File: config.mk
export PLATFORM = sky130hd
export DESIGN_NAME = software_timer_table_unit
export DESIGN_NICKNAME = d
export VERILOG_FILES = /design/src/stt_pkg.sv /design/src/stt_cell.sv /design/src/stt_head.sv /design/src/software_timer_table_unit.sv
export SDC_FILE = /design/constraint.sdc
export NUM_CORES = 2
export LEC_CHECK = 0
export BUFFER_PORTS_ARGS = -buffer_cell sky130_fd_sc_hd__buf_4
export CORE_ASPECT_RATIO = 1.1
export CORE_UTILIZATION = 40
export CTS_BUF_LIST = sky130_fd_sc_hd__clkbuf_4
export CTS_CLUSTER_DIAMETER = 50
export DETAILED_ROUTE_END_ITERATION = 8
export PLACE_DENSITY_LB_ADDON = 0.15
export RECOVER_POWER = 50
export SLEW_MARGIN = 20
export SYNTH_ARGS = -nofsm -noshare
export SYNTH_HDL_FRONTEND = slang
export SYNTH_SLANG_ARGS = --single-unit
File: constraint.sdc
create_clock -name i_clk -period 13.96 [get_ports i_clk]
set_input_delay 0 -clock i_clk [delete_from_list [all_inputs] [get_ports i_clk]]
set_output_delay 0 -clock i_clk [all_outputs]
set_load 0.05 [all_outputs]
File: src/stt_pkg.sv
// Shared types and constants of the software timer table.
package stt_pkg;

    localparam int SLOTS  = 16;
    localparam int CNT_W  = $clog2(SLOTS + 1);
    localparam int CNT_OUT_W = 5;

    localparam int IN_DATA_W  = 120;
    localparam int IN_USER_W  = 2;
    localparam int OUT_DATA_W = 56;
    localparam int OUT_USER_W = 3;

    typedef enum logic [1:0] {
        OP_TICK  = 2'd0,
        OP_ADD   = 2'd1,
        OP_CLEAR = 2'd2
    } t_op;

    typedef enum logic [2:0] {
        KIND_FIRED   = 3'd0,
        KIND_ADDED   = 3'd1,
        KIND_FULL    = 3'd2,
        KIND_CLEARED = 3'd3,
        KIND_IDLE    = 3'd4
    } t_kind;

    typedef struct packed {
        logic [31:0] accum;
        logic [31:0] period;
        logic        once;
        logic [15:0] callback;
        logic [31:0] param;
    } t_slot;

    typedef struct packed {
        logic  valid;
        t_slot slot;
    } t_entry;

    // Controls broadcast to every cell of the chain.
    typedef struct packed {
        logic shift;   // pop head, move every entry one cell toward the head
        logic ins;     // re-append the processed head entry at the tail
        logic add;     // append a new entry at the first free cell
    } t_cell_ctl;

    typedef struct packed {
        logic  keep;
        logic  fire;
        t_slot slot;
    } t_head_res;

endpackage

File: src/stt_cell.sv
// One timer slot of the chain; takes its right neighbor's entry on a shift.
module stt_cell (
    input  logic               i_clk,
    input  logic               i_rst_n,
    input  stt_pkg::t_cell_ctl i_ctl,
    input  stt_pkg::t_slot     i_ins,
    input  logic               i_left_valid,
    input  stt_pkg::t_entry    i_right,
    output stt_pkg::t_entry    o_entry
);
    import stt_pkg::*;

    logic  r_valid;
    t_slot r_slot;
    logic  n_valid;
    t_slot n_slot;

    always_comb begin
        n_valid = r_valid;
        n_slot  = r_slot;
        if (i_ctl.shift) begin
            // the cell that becomes the tail takes the re-appended entry
            if (!i_right.valid && r_valid && i_ctl.ins) begin
                n_valid = 1'b1;
                n_slot  = i_ins;
            end else begin
                n_valid = i_right.valid;
                n_slot  = i_right.slot;
            end
        end else if (i_ctl.add && !r_valid && i_left_valid) begin
            n_valid = 1'b1;
            n_slot  = i_ins;
        end
    end

    always_ff @(posedge i_clk) begin
        if (!i_rst_n) begin
            r_valid <= 1'b0;
        end else begin
            r_valid <= n_valid;
        end
    end

    always_ff @(posedge i_clk) begin
        r_slot <= n_slot;
    end

    assign o_entry.valid = r_valid;
    assign o_entry.slot  = r_slot;

endmodule

File: src/stt_head.sv
// Head unit: updates the timer at the head of the chain for tick or clear.
module stt_head (
    input  stt_pkg::t_slot     i_slot,
    input  stt_pkg::t_op       i_op,
    input  logic [31:0]        i_delta,
    input  logic [15:0]        i_tag,
    output stt_pkg::t_head_res o_res
);
    import stt_pkg::*;

    logic [32:0] w_sum;
    logic [31:0] w_acc;
    logic        w_hit;

    assign w_sum = {1'b0, i_slot.accum} + {1'b0, i_delta};
    assign w_acc = w_sum[32] ? 32'hFFFF_FFFF : w_sum[31:0];
    assign w_hit = (w_acc >= i_slot.period);

    always_comb begin
        o_res.keep = 1'b1;
        o_res.fire = 1'b0;
        o_res.slot = i_slot;
        unique case (i_op)
            OP_TICK: begin
                o_res.fire       = w_hit;
                o_res.keep       = !(w_hit && i_slot.once);
                o_res.slot.accum = w_hit ? 32'd0 : w_acc;
            end
            OP_CLEAR: begin
                o_res.keep = !((i_tag != 16'd0) && (i_slot.callback == i_tag));
            end
            default: begin
                o_res.keep = 1'b1;
            end
        endcase
    end

endmodule

File: src/software_timer_table_unit.sv
// Top level of the software timer table: cell chain, head unit and sequencer.
//
// Input beats carry one command: tuser holds the opcode (tick, add, clear),
// tdata the tick delta, the new timer's period, callback tag, parameter tag
// and one-shot flag. Output beats carry one result each; tuser holds its kind
// and tlast marks the final result of a command.
// The timers sit in a chain of cells in insertion order. An add writes the
// first free cell in the accept cycle; its result is on the output in the
// next cycle. A tick or a clear walks the chain: each cycle that the output
// register can take a beat, the head timer is popped, updated by the head
// unit, and appended again at the tail unless it is removed, so each timer
// is visited once before the closing beat. A fired timer is held until the
// next one fires, which lets the last one carry tlast. After the closing beat
// is loaded the sequencer returns to idle, where the next command is taken.
// Input is taken only while no command is in progress.
// When the receiver stalls, the walk holds with the pending beat in the
// output register. Reset empties the table at once and drops any beat.
module software_timer_table_unit (
    input  logic                              i_clk,
    input  logic                              i_rst_n,
    input  logic                              i_s_axis_tvalid,
    output logic                              o_s_axis_tready,
    // delta_ms, period_ms, callback_tag, param_tag, one_shot, zero fill
    input  logic [stt_pkg::IN_DATA_W-1:0]     i_s_axis_tdata,
    // opcode
    input  logic [stt_pkg::IN_USER_W-1:0]     i_s_axis_tuser,
    output logic                              o_m_axis_tvalid,
    input  logic                              i_m_axis_tready,
    // fired_callback, fired_param, removed_count, zero fill
    output logic [stt_pkg::OUT_DATA_W-1:0]    o_m_axis_tdata,
    // kind
    output logic [stt_pkg::OUT_USER_W-1:0]    o_m_axis_tuser,
    output logic                              o_m_axis_tlast
);
    import stt_pkg::*;

    typedef enum logic [1:0] {
        ST_IDLE,
        ST_RUN,
        ST_DONE
    } t_state;

    t_state         r_state;
    t_op            r_op;
    logic [31:0]    r_delta;
    logic [15:0]    r_tag;
    logic [CNT_W-1:0] r_count;
    logic [CNT_W-1:0] r_left;
    logic [CNT_W-1:0] r_removed;
    logic           r_pend_valid;
    logic [15:0]    r_pend_cb;
    logic [31:0]    r_pend_param;
    logic           r_out_valid;
    t_kind          r_out_kind;
    logic [15:0]    r_out_cb;
    logic [31:0]    r_out_param;
    logic [CNT_OUT_W-1:0] r_out_cnt;
    logic           r_out_last;

    t_entry         w_cell  [SLOTS];
    t_entry         w_right [SLOTS];
    logic           w_left_valid [SLOTS];
    t_cell_ctl      w_ctl;
    t_slot          w_new;
    t_slot          w_ins;
    t_head_res      w_head;
    t_op            w_in_op;
    logic           w_out_free;
    logic           w_accept;
    logic           w_step;
    logic           w_full;
    logic           w_load;
    logic [CNT_OUT_W-1:0] w_rem_sat;

    assign w_in_op    = t_op'(i_s_axis_tuser);
    assign w_out_free = !r_out_valid || i_m_axis_tready;
    assign o_s_axis_tready = (r_state == ST_IDLE) && w_out_free;
    assign w_accept   = i_s_axis_tvalid && o_s_axis_tready;
    assign w_step     = (r_state == ST_RUN) && w_out_free;
    assign w_full     = w_cell[SLOTS-1].valid;

    assign w_new.accum    = 32'd0;
    assign w_new.period   = i_s_axis_tdata[63:32];
    assign w_new.callback = i_s_axis_tdata[79:64];
    assign w_new.param    = i_s_axis_tdata[111:80];
    assign w_new.once     = i_s_axis_tdata[112];

    stt_head u_head (
        .i_slot  (w_cell[0].slot),
        .i_op    (r_op),
        .i_delta (r_delta),
        .i_tag   (r_tag),
        .o_res   (w_head)
    );

    assign w_ins       = (r_state == ST_RUN) ? w_head.slot : w_new;
    assign w_ctl.shift = w_step;
    assign w_ctl.ins   = w_step && w_head.keep;
    assign w_ctl.add   = w_accept && (w_in_op == OP_ADD);

    // a new beat enters the output register this cycle
    assign w_load = w_ctl.add || (w_step && w_head.fire && r_pend_valid) ||
                    ((r_state == ST_DONE) && w_out_free);

    for (genvar g = 0; g < SLOTS; g++) begin : g_cell
        if (g == SLOTS - 1) begin : g_tail
            assign w_right[g] = '0;
        end else begin : g_mid
            assign w_right[g] = w_cell[g+1];
        end
        if (g == 0) begin : g_first
            assign w_left_valid[g] = 1'b1;
        end else begin : g_rest
            assign w_left_valid[g] = w_cell[g-1].valid;
        end
        stt_cell u_cell (
            .i_clk        (i_clk),
            .i_rst_n      (i_rst_n),
            .i_ctl        (w_ctl),
            .i_ins        (w_ins),
            .i_left_valid (w_left_valid[g]),
            .i_right      (w_right[g]),
            .o_entry      (w_cell[g])
        );
    end

    assign w_rem_sat = ({{(32-CNT_W){1'b0}}, r_removed} > 32'd31) ?
                       CNT_OUT_W'(31) : CNT_OUT_W'(r_removed);

    always_ff @(posedge i_clk) begin
        if (!i_rst_n) begin
            r_state      <= ST_IDLE;
            r_count      <= '0;
            r_pend_valid <= 1'b0;
            r_out_valid  <= 1'b0;
        end else begin
            if (r_out_valid && i_m_axis_tready && !w_load) begin
                r_out_valid <= 1'b0;
            end
            unique case (r_state)
                ST_IDLE: begin
                    if (w_accept) begin
                        r_op         <= w_in_op;
                        r_delta      <= i_s_axis_tdata[31:0];
                        r_tag        <= i_s_axis_tdata[79:64];
                        r_left       <= r_count;
                        r_removed    <= '0;
                        r_pend_valid <= 1'b0;
                        unique case (w_in_op)
                            OP_ADD: begin
                                r_out_valid <= 1'b1;
                                r_out_kind  <= w_full ? KIND_FULL : KIND_ADDED;
                                r_out_cb    <= '0;
                                r_out_param <= '0;
                                r_out_cnt   <= '0;
                                r_out_last  <= 1'b1;
                                if (!w_full) begin
                                    r_count <= r_count + CNT_W'(1);
                                end
                            end
                            OP_TICK, OP_CLEAR: begin
                                r_state <= (r_count == '0) ? ST_DONE : ST_RUN;
                            end
                            default: begin
                                r_state <= ST_IDLE;
                            end
                        endcase
                    end
                end
                ST_RUN: begin
                    if (w_step) begin
                        r_left <= r_left - CNT_W'(1);
                        if (!w_head.keep) begin
                            r_count <= r_count - CNT_W'(1);
                            if (r_op == OP_CLEAR) begin
                                r_removed <= r_removed + CNT_W'(1);
                            end
                        end
                        if (w_head.fire) begin
                            // release the previous firing, hold this one
                            if (r_pend_valid) begin
                                r_out_valid <= 1'b1;
                                r_out_kind  <= KIND_FIRED;
                                r_out_cb    <= r_pend_cb;
                                r_out_param <= r_pend_param;
                                r_out_cnt   <= '0;
                                r_out_last  <= 1'b0;
                            end
                            r_pend_valid <= 1'b1;
                            r_pend_cb    <= w_cell[0].slot.callback;
                            r_pend_param <= w_cell[0].slot.param;
                        end
                        if (r_left == CNT_W'(1)) begin
                            r_state <= ST_DONE;
                        end
                    end
                end
                ST_DONE: begin
                    if (w_out_free) begin
                        r_out_valid <= 1'b1;
                        r_out_last  <= 1'b1;
                        if (r_op == OP_CLEAR) begin
                            r_out_kind  <= KIND_CLEARED;
                            r_out_cb    <= '0;
                            r_out_param <= '0;
                            r_out_cnt   <= w_rem_sat;
                        end else if (r_pend_valid) begin
                            r_out_kind  <= KIND_FIRED;
                            r_out_cb    <= r_pend_cb;
                            r_out_param <= r_pend_param;
                            r_out_cnt   <= '0;
                        end else begin
                            r_out_kind  <= KIND_IDLE;
                            r_out_cb    <= '0;
                            r_out_param <= '0;
                            r_out_cnt   <= '0;
                        end
                        r_pend_valid <= 1'b0;
                        r_state      <= ST_IDLE;
                    end
                end
                default: begin
                    r_state <= ST_IDLE;
                end
            endcase
        end
    end

    assign o_m_axis_tvalid = r_out_valid;
    assign o_m_axis_tuser  = r_out_kind;
    assign o_m_axis_tlast  = r_out_last;
    assign o_m_axis_tdata  = {3'b000, r_out_cnt, r_out_param, r_out_cb};

endmodule

=== Word level (Yosys, flattened, before mapping) ===
Index checks and enable logic that the tools add are counted.

* Output and inout port bits: 62
* Memories kept: 0
* Memory bits (writable): 0
* Bits of input ports: 126
* Bits in latches: 0
* Bits in registers: 1998
* Bits in read-only memories: 0

* Divide/modulo/power cells: 0
* Shift operators: 0
* Eq/ne operators: 18
* Bitwise operators: 0
* Order comparisons: 1
* $add $sub $neg: 5
* Multiplexer cells: 178
* Multiply operators: 0
* Reduce and logical (&&, ||, !) cells: 129

{| class="wikitable"
|+ Operators by type and width
! operator !! count
|-
| $mux W113 || 49
|-
| $mux W32 || 10
|-
| $mux W16 || 8
|-
| $pmux W32 S3 || 1
|-
| $mux W5 || 18
|-
| $logic_and A1 B1 Y1 || 74
|-
| $mux W1 || 65
|-
| $pmux W16 S3 || 1
|-
| $reduce_bool A2 Y1 || 17
|-
| $add A32 B32 Y33 || 1
|-
| $mux W33 || 1
|-
| $ge A32 B32 Y1 || 1
|-
| $pmux W5 S2 || 3
|-
| $mux W3 || 8
|-
| $logic_not A1 Y1 || 20
|-
| $eq A16 B16 Y1 || 1
|-
| $ne A2 B2 Y1 const B || 8
|-
| $reduce_bool A16 Y1 || 1
|-
| $pmux W5 S3 || 1
|-
| $mux W2 || 6
|-
| $reduce_and A6 Y1 || 2
|-
| $add A5 B1 Y5 const B || 2
|-
| $reduce_and A5 Y1 || 2
|-
| $sub A5 B1 Y5 const B || 2
|-
| 17 further kinds || 29
|}

=== Longest topological paths before layout ===
* Depth after elaboration: 16
* Depth in mapped cells: 23
* Mapped depth without buffers: 18

=== Cells and area by module ===
A second synthesis with hierarchy kept.

* Cell total of the unflattened synthesis: 11462
* Area total of the unflattened synthesis: 126628.9 µm²

{| class="wikitable"
|+ Modules (own cells, without submodules)
! module !! area each (µm²) !! cells each !! instances !! sequential area each (µm²)
|-
| stt_cell || 7198.2 || 650 || 16 || 3413.3
|-
| software_timer_table_unit || 7524.7 || 490 || 1 || 5134.9
|-
| stt_head || 3933.8 || 572 || 1 || 0.0
|}

=== Least setup slack after synthesis ===
No wires, ideal clock.

* Path type: reg-to-reg
* From: register r_state[0]
* To: register g_cell[8].u_cell.r_valid
* Clock period less this slack: 10.390 ns
* Buffers on the path: 1
* Data required time: 13.865 ns
* Library setup time: 0.095 ns
* Path slack: 3.570 ns
* Arrival time: 10.296 ns
* Stages on the path, launching flop included: 9
* Cell sequence: dfxtp_1 > inv_1 > ha_1 > nand2_1 > nor2_1 > nand2_1 > clkbuf_1 > o21ai_0 > o221a_2

* Word-level cells in the longest chain between the ends: 7
* Elaborated cells between the ends (all ways): 13

{| class="wikitable"
|+ Ends and longest elaborated chain
! element !! line !! source
|-
| from (decl) || software_timer_table_unit.sv:43 || <nowiki>t_state r_state;</nowiki>
|-
| from (signal assigned) || software_timer_table_unit.sv:162 || <nowiki>r_state <= (r_count == '0) ? ST_DONE : ST_RUN;</nowiki>
|-
| $logic_not A2 Y1 || software_timer_table_unit.sv:77 || <nowiki>assign o_s_axis_tready = (r_state == ST_IDLE) && w_out_free;</nowiki>
|-
| $logic_and A1 B1 Y1 || software_timer_table_unit.sv:77 ||
|-
| $logic_and A1 B1 Y1 || software_timer_table_unit.sv:78 || <nowiki>assign w_accept = i_s_axis_tvalid && o_s_axis_tready;</nowiki>
|-
| $logic_and A1 B1 Y1 || software_timer_table_unit.sv:99 || <nowiki>assign w_ctl.add = w_accept && (w_in_op == OP_ADD);</nowiki>
|-
| $logic_and A1 B1 Y1 (2 in a row) || stt_cell.sv:30 || <nowiki>end else if (i_ctl.add && !r_valid && i_left_valid) begin</nowiki>
|-
| $reduce_bool A2 Y1 (no line) || - ||
|-
| to (signal assigned) || stt_cell.sv:40 || <nowiki>r_valid <= n_valid;</nowiki>
|-
| to (decl) || stt_cell.sv:13 || <nowiki>logic r_valid;</nowiki>
|}

Several ways; a longest one is shown, not always the timed one.
A chain may end at the register's enable or synchronous reset.

=== Final worst setup path ===
* From: register r_state[1]
* To: register g_cell[8].u_cell.r_slot (netlist bit g_cell[8].u_cell.o_entry[11]) (enable)

* Word-level cells in the longest chain between the ends: 7
* Elaborated cells between the ends (all ways): 9

{| class="wikitable"
|+ Ends and longest elaborated chain
! element !! line !! source
|-
| $logic_not A2 Y1 || software_timer_table_unit.sv:77 ||
|-
| $logic_and A1 B1 Y1 || software_timer_table_unit.sv:77 ||
|-
| $logic_and A1 B1 Y1 || software_timer_table_unit.sv:78 ||
|-
| $logic_and A1 B1 Y1 || software_timer_table_unit.sv:99 ||
|-
| $logic_and A1 B1 Y1 (2 in a row) || stt_cell.sv:30 ||
|-
| $reduce_bool A2 Y1 (no line) (*) || - ||
|-
| to (signal assigned) || stt_cell.sv:45 || <nowiki>r_slot <= n_slot;</nowiki>
|-
| to (decl) || stt_cell.sv:14 || <nowiki>t_slot r_slot;</nowiki>
|}

Mark *: on every way between the ends. The rest lies on a longest branch, timed or not.

==> run summary <==
Status: finished, violations left
Failing checks: max-capacitance violations, max-slew violations
Layout cell share with drive strength beyond 1: 37.3%
Mapped cell area: 87,500 µm²
Crit-path max cell delay: 4.07 ns
Postcts setup bufs: 0
Area Growth Syn to Fin: 16.3%
Initial antenna violation count: 5
Sequential area share after synthesis: 68.3%
WL/cell: 26.6 µm
Final Instance Count excl. Fillers: 9,607
Most common cell in the netlist: edfxtp_1
Yosys warns: 0
Post-layout nets: 6,541
Vias in the first global route: 54,179
Synth area leaders: edfxtp_1 68%, mux2_2 17%, nor2_1 1.7%, a21oi_1 1.2%, and2_1 1.1%
First-pass GRT wire length: 373,000 µm
Root buffer cell: clkbuf_4
R2r setup slk: 3.13 ns
Overflow after GRT: 0
DIE WIDTH: 448 µm
FF-to-FF path depth: 8
I/O Pins: 188
Family with the most delay on the worst path: buffers and inverters
Post-cts resize count: 0
Clock share of power: 39.1%
Synth area leader: edfxtp_1
# port buffers: 177
Worst r2r dst: g_cell[8].u_cell.o_entry[11]
Crit path time final: 10.83 ns
Most used cell along the critical path: clkbuf_1
CTS Sinks: 1,998
Worst slew pin tran: 5.68 ns
Reg-to-reg startpoint: r_state[1]
Detailed Route WL: 256,000 µm
Final ANT Viol Nets: 0
Worst EP arrival: 11.77 ns
Setup Viol. Count Final: 0
Slew headroom: -279%
Largest net degree at the start of global routing: 115
Crit path from: r_state[1]
Synth cell types: 80
Clock Tree Buf Depth: 4
Asr flop ratio synth: 0%
Pwr dens: 135 nW/µm²
CP Launch Type: flop
Row count: 179
Pleak: 34.4 nW
Initial Util: 40.3%
NetSw: 0.00338 W
CTS clock-pin slew for the worst setup and hold paths: 0.07 ns
RSZ-0062 raised after global routing: no
Buf/Inv on CP: 5
Sw Share: 24.6%
Worst setup EP type: flop
CTS tree: built
# H-tree levels: 6
Clk Latency, worst-skew pair: 1.43 ns
Worst min path class: in -> reg
Placed wire-length estimate: 140,000 µm
Post-synth EDFFs: 1,973
Core area: 217,000 µm²
Placed Cells: 8,388
CTS Buf Count: 555
Sequential share of power: 50.6%
Top FF cell, synth: edfxtp_1
Final period util: 77.5%
Clock Skew: 0.108 ns
Iteration-0 DRC Markers: 4,559
DR DRC count: 0
Slowest-stage cell, CP: clkbuf_1
Yosys top cell area share: 67.7%
Comb pwr share: 10.3%
# Max-Cap Violations: 15
Gate Count Post-Synth: 5,565
Setup TNS: 0 ns
Synthesized flop and latch total: 1,998
GRT Util Overall: 23.1%
CP Max Fanout: 89
CP Data Required Time: 14.90 ns
Routability cong.: 0.872
Critical path depth: 8
Cell Chain, Critical Path: inv_1 > ha_1 > clkbuf_1 > nand2_2 > clkbuf_1 > o21ai_0 > buf_4 > clkbuf_2
Routed vias/inst: 5.54
Internal cell power: 0.0103 W
Die H: 492 µm
Critical Path Sink: g_cell[8].u_cell.o_entry[11]
Post-synth top cells: 1,973 x edfxtp_1, 1,318 x mux2_2, 396 x nor2_1
Die Area: 221,000 µm²
Max Freq: 92.4 MHz
Mean Syn Cell Area: 15.7 µm²
Worst vdd ir: 0.0000829 V
Final hold violations: 0
Vias: 53,261
Slew Viols, Final: 612
Crit Path Category: reg -> reg
TritonRoute pass-1 iters: 6
## placed cells by master (no fill, tap or decap), types with 119 or more instances in the layout
cell type      count
nand2_1          177
dlygate4sd3_1    290
nor2_1           390
clkbuf_4         887
mux2_2          1318
buf_4            186
o21ai_0          159
a21oi_1          202
edfxtp_1        1973
and2_1           119
## state kept, by name (all words and copies together) (netlist names)
register	cells
r_out_cb	16
r_count	5
r_removed	5
r_pend_valid	1
o_m_axis_tlast	1
r_op	2
g_cell.u_cell.r_valid	16
r_tag	16
r_pend_cb	16
r_state	2
o_m_axis_tvalid	1
r_delta	32
r_pend_param	32
o_m_axis_tuser	3
r_out_cnt	5
r_out_param	32
r_left	5
g_cell.u_cell.o_entry	1808
## power by group through the flow
stage	combinational, W	clock (W)	sequential (W)
after floorplan	0.000849	0	0.00714
after global placement	0.00134	0	0.00706
after detailed placement	0.00136	0	0.00707
after CTS	0.00143	0.00555	0.00694
after global routing	0.00151	0.00583	0.00695
final	0.00141	0.00537	0.00694
## worst min-delay path by stage
stage	start	to	slack [ns]	cells past startpoint
after floorplan	i_s_axis_tdata[0]	r_delta[0]	0.1	0
after global placement	i_s_axis_tdata[27]	r_delta[27]	0.18	1
after detailed placement	i_s_axis_tdata[27]	r_delta[27]	0.18	1
after CTS	i_s_axis_tvalid	r_pend_valid	0.08	6
after global routing	i_s_axis_tvalid	r_pend_valid	0.16	6
final	i_s_axis_tvalid	r_pend_valid	0.26	6
## per-layer routing
layer,vias up,part of all wire (%),track usage [%],wire [µm]
met5,-,0,0,0
met4,0,2.7,7.82,7040
met3,429,6.3,4.37,16200
met2,1971,48,37.4,123000
met1,27600,43,31.1,110000
li1,23261,-,-,-
## worst register-to-register path: stages, from the launching register on
cell and delay (ns):
dfxtp_1 0.33, inv_1 0.11, ha_1 1.90, clkbuf_1 4.17, nand2_2 0.02, clkbuf_1 1.02, o21ai_0 0.51, buf_4 0.51
clkbuf_2 1.69
## stage by stage
| step | worst slack (ns) | cell area (µm²) | total power (W) | util, % | hold slack [ns] |
|---|---|---|---|---|---|
| floorplan | 3.57 | 87500 | 0.00799 | - | 0.0989 |
| global route | 2.76 | 102000 | 0.0143 | 46.9 | 0.157 |
| finish | 3.13 | 102000 | 0.0137 | 46.9 | 0.260 |
| detailed placement | 5.54 | 92400 | 0.00842 | 42.6 | 0.182 |
| global placement | 5.61 | 92300 | 0.00840 | 42.6 | 0.183 |
| CTS | 5.50 | 102000 | 0.0139 | 47.1 | 0.0772 |
## cells by family (layout without fill, tap and decap cells)
family / Yosys count / count (layout) / share of synthesized area (%)
compound gates: 742 / 742 / 5.73
flops: 1998 / 1998 / 68.3
xor+xnor: 44 / 44 / 0.441
fa+ha+maj: 76 / 76 / 1.10
other cells: 1 / 14 / 0.00429
mux: 1370 / 1370 / 17.6
buf+inv: 469 / 1602 / 2.29
simple gates: 865 / 865 / 4.53
## layout make-up
type,count,area (µm²)
diodes,11,27.5
flip-flops and latches,1998,59700
fillers,19503,115000
well taps,2896,3620
multi-input cells,3100,26100
clock inverters,60,474
clock buffers,858,6440
repair buffers,604,4980
inverters,80,300
## repair_timing
item | in CTS | in global routing
endpoints found under the setup margin | 0 | 0
hold buffers | 290 | 0
hold endpoints to repair | 1799 | 0
Note: power is estimated with default switching activity, not from simulation.
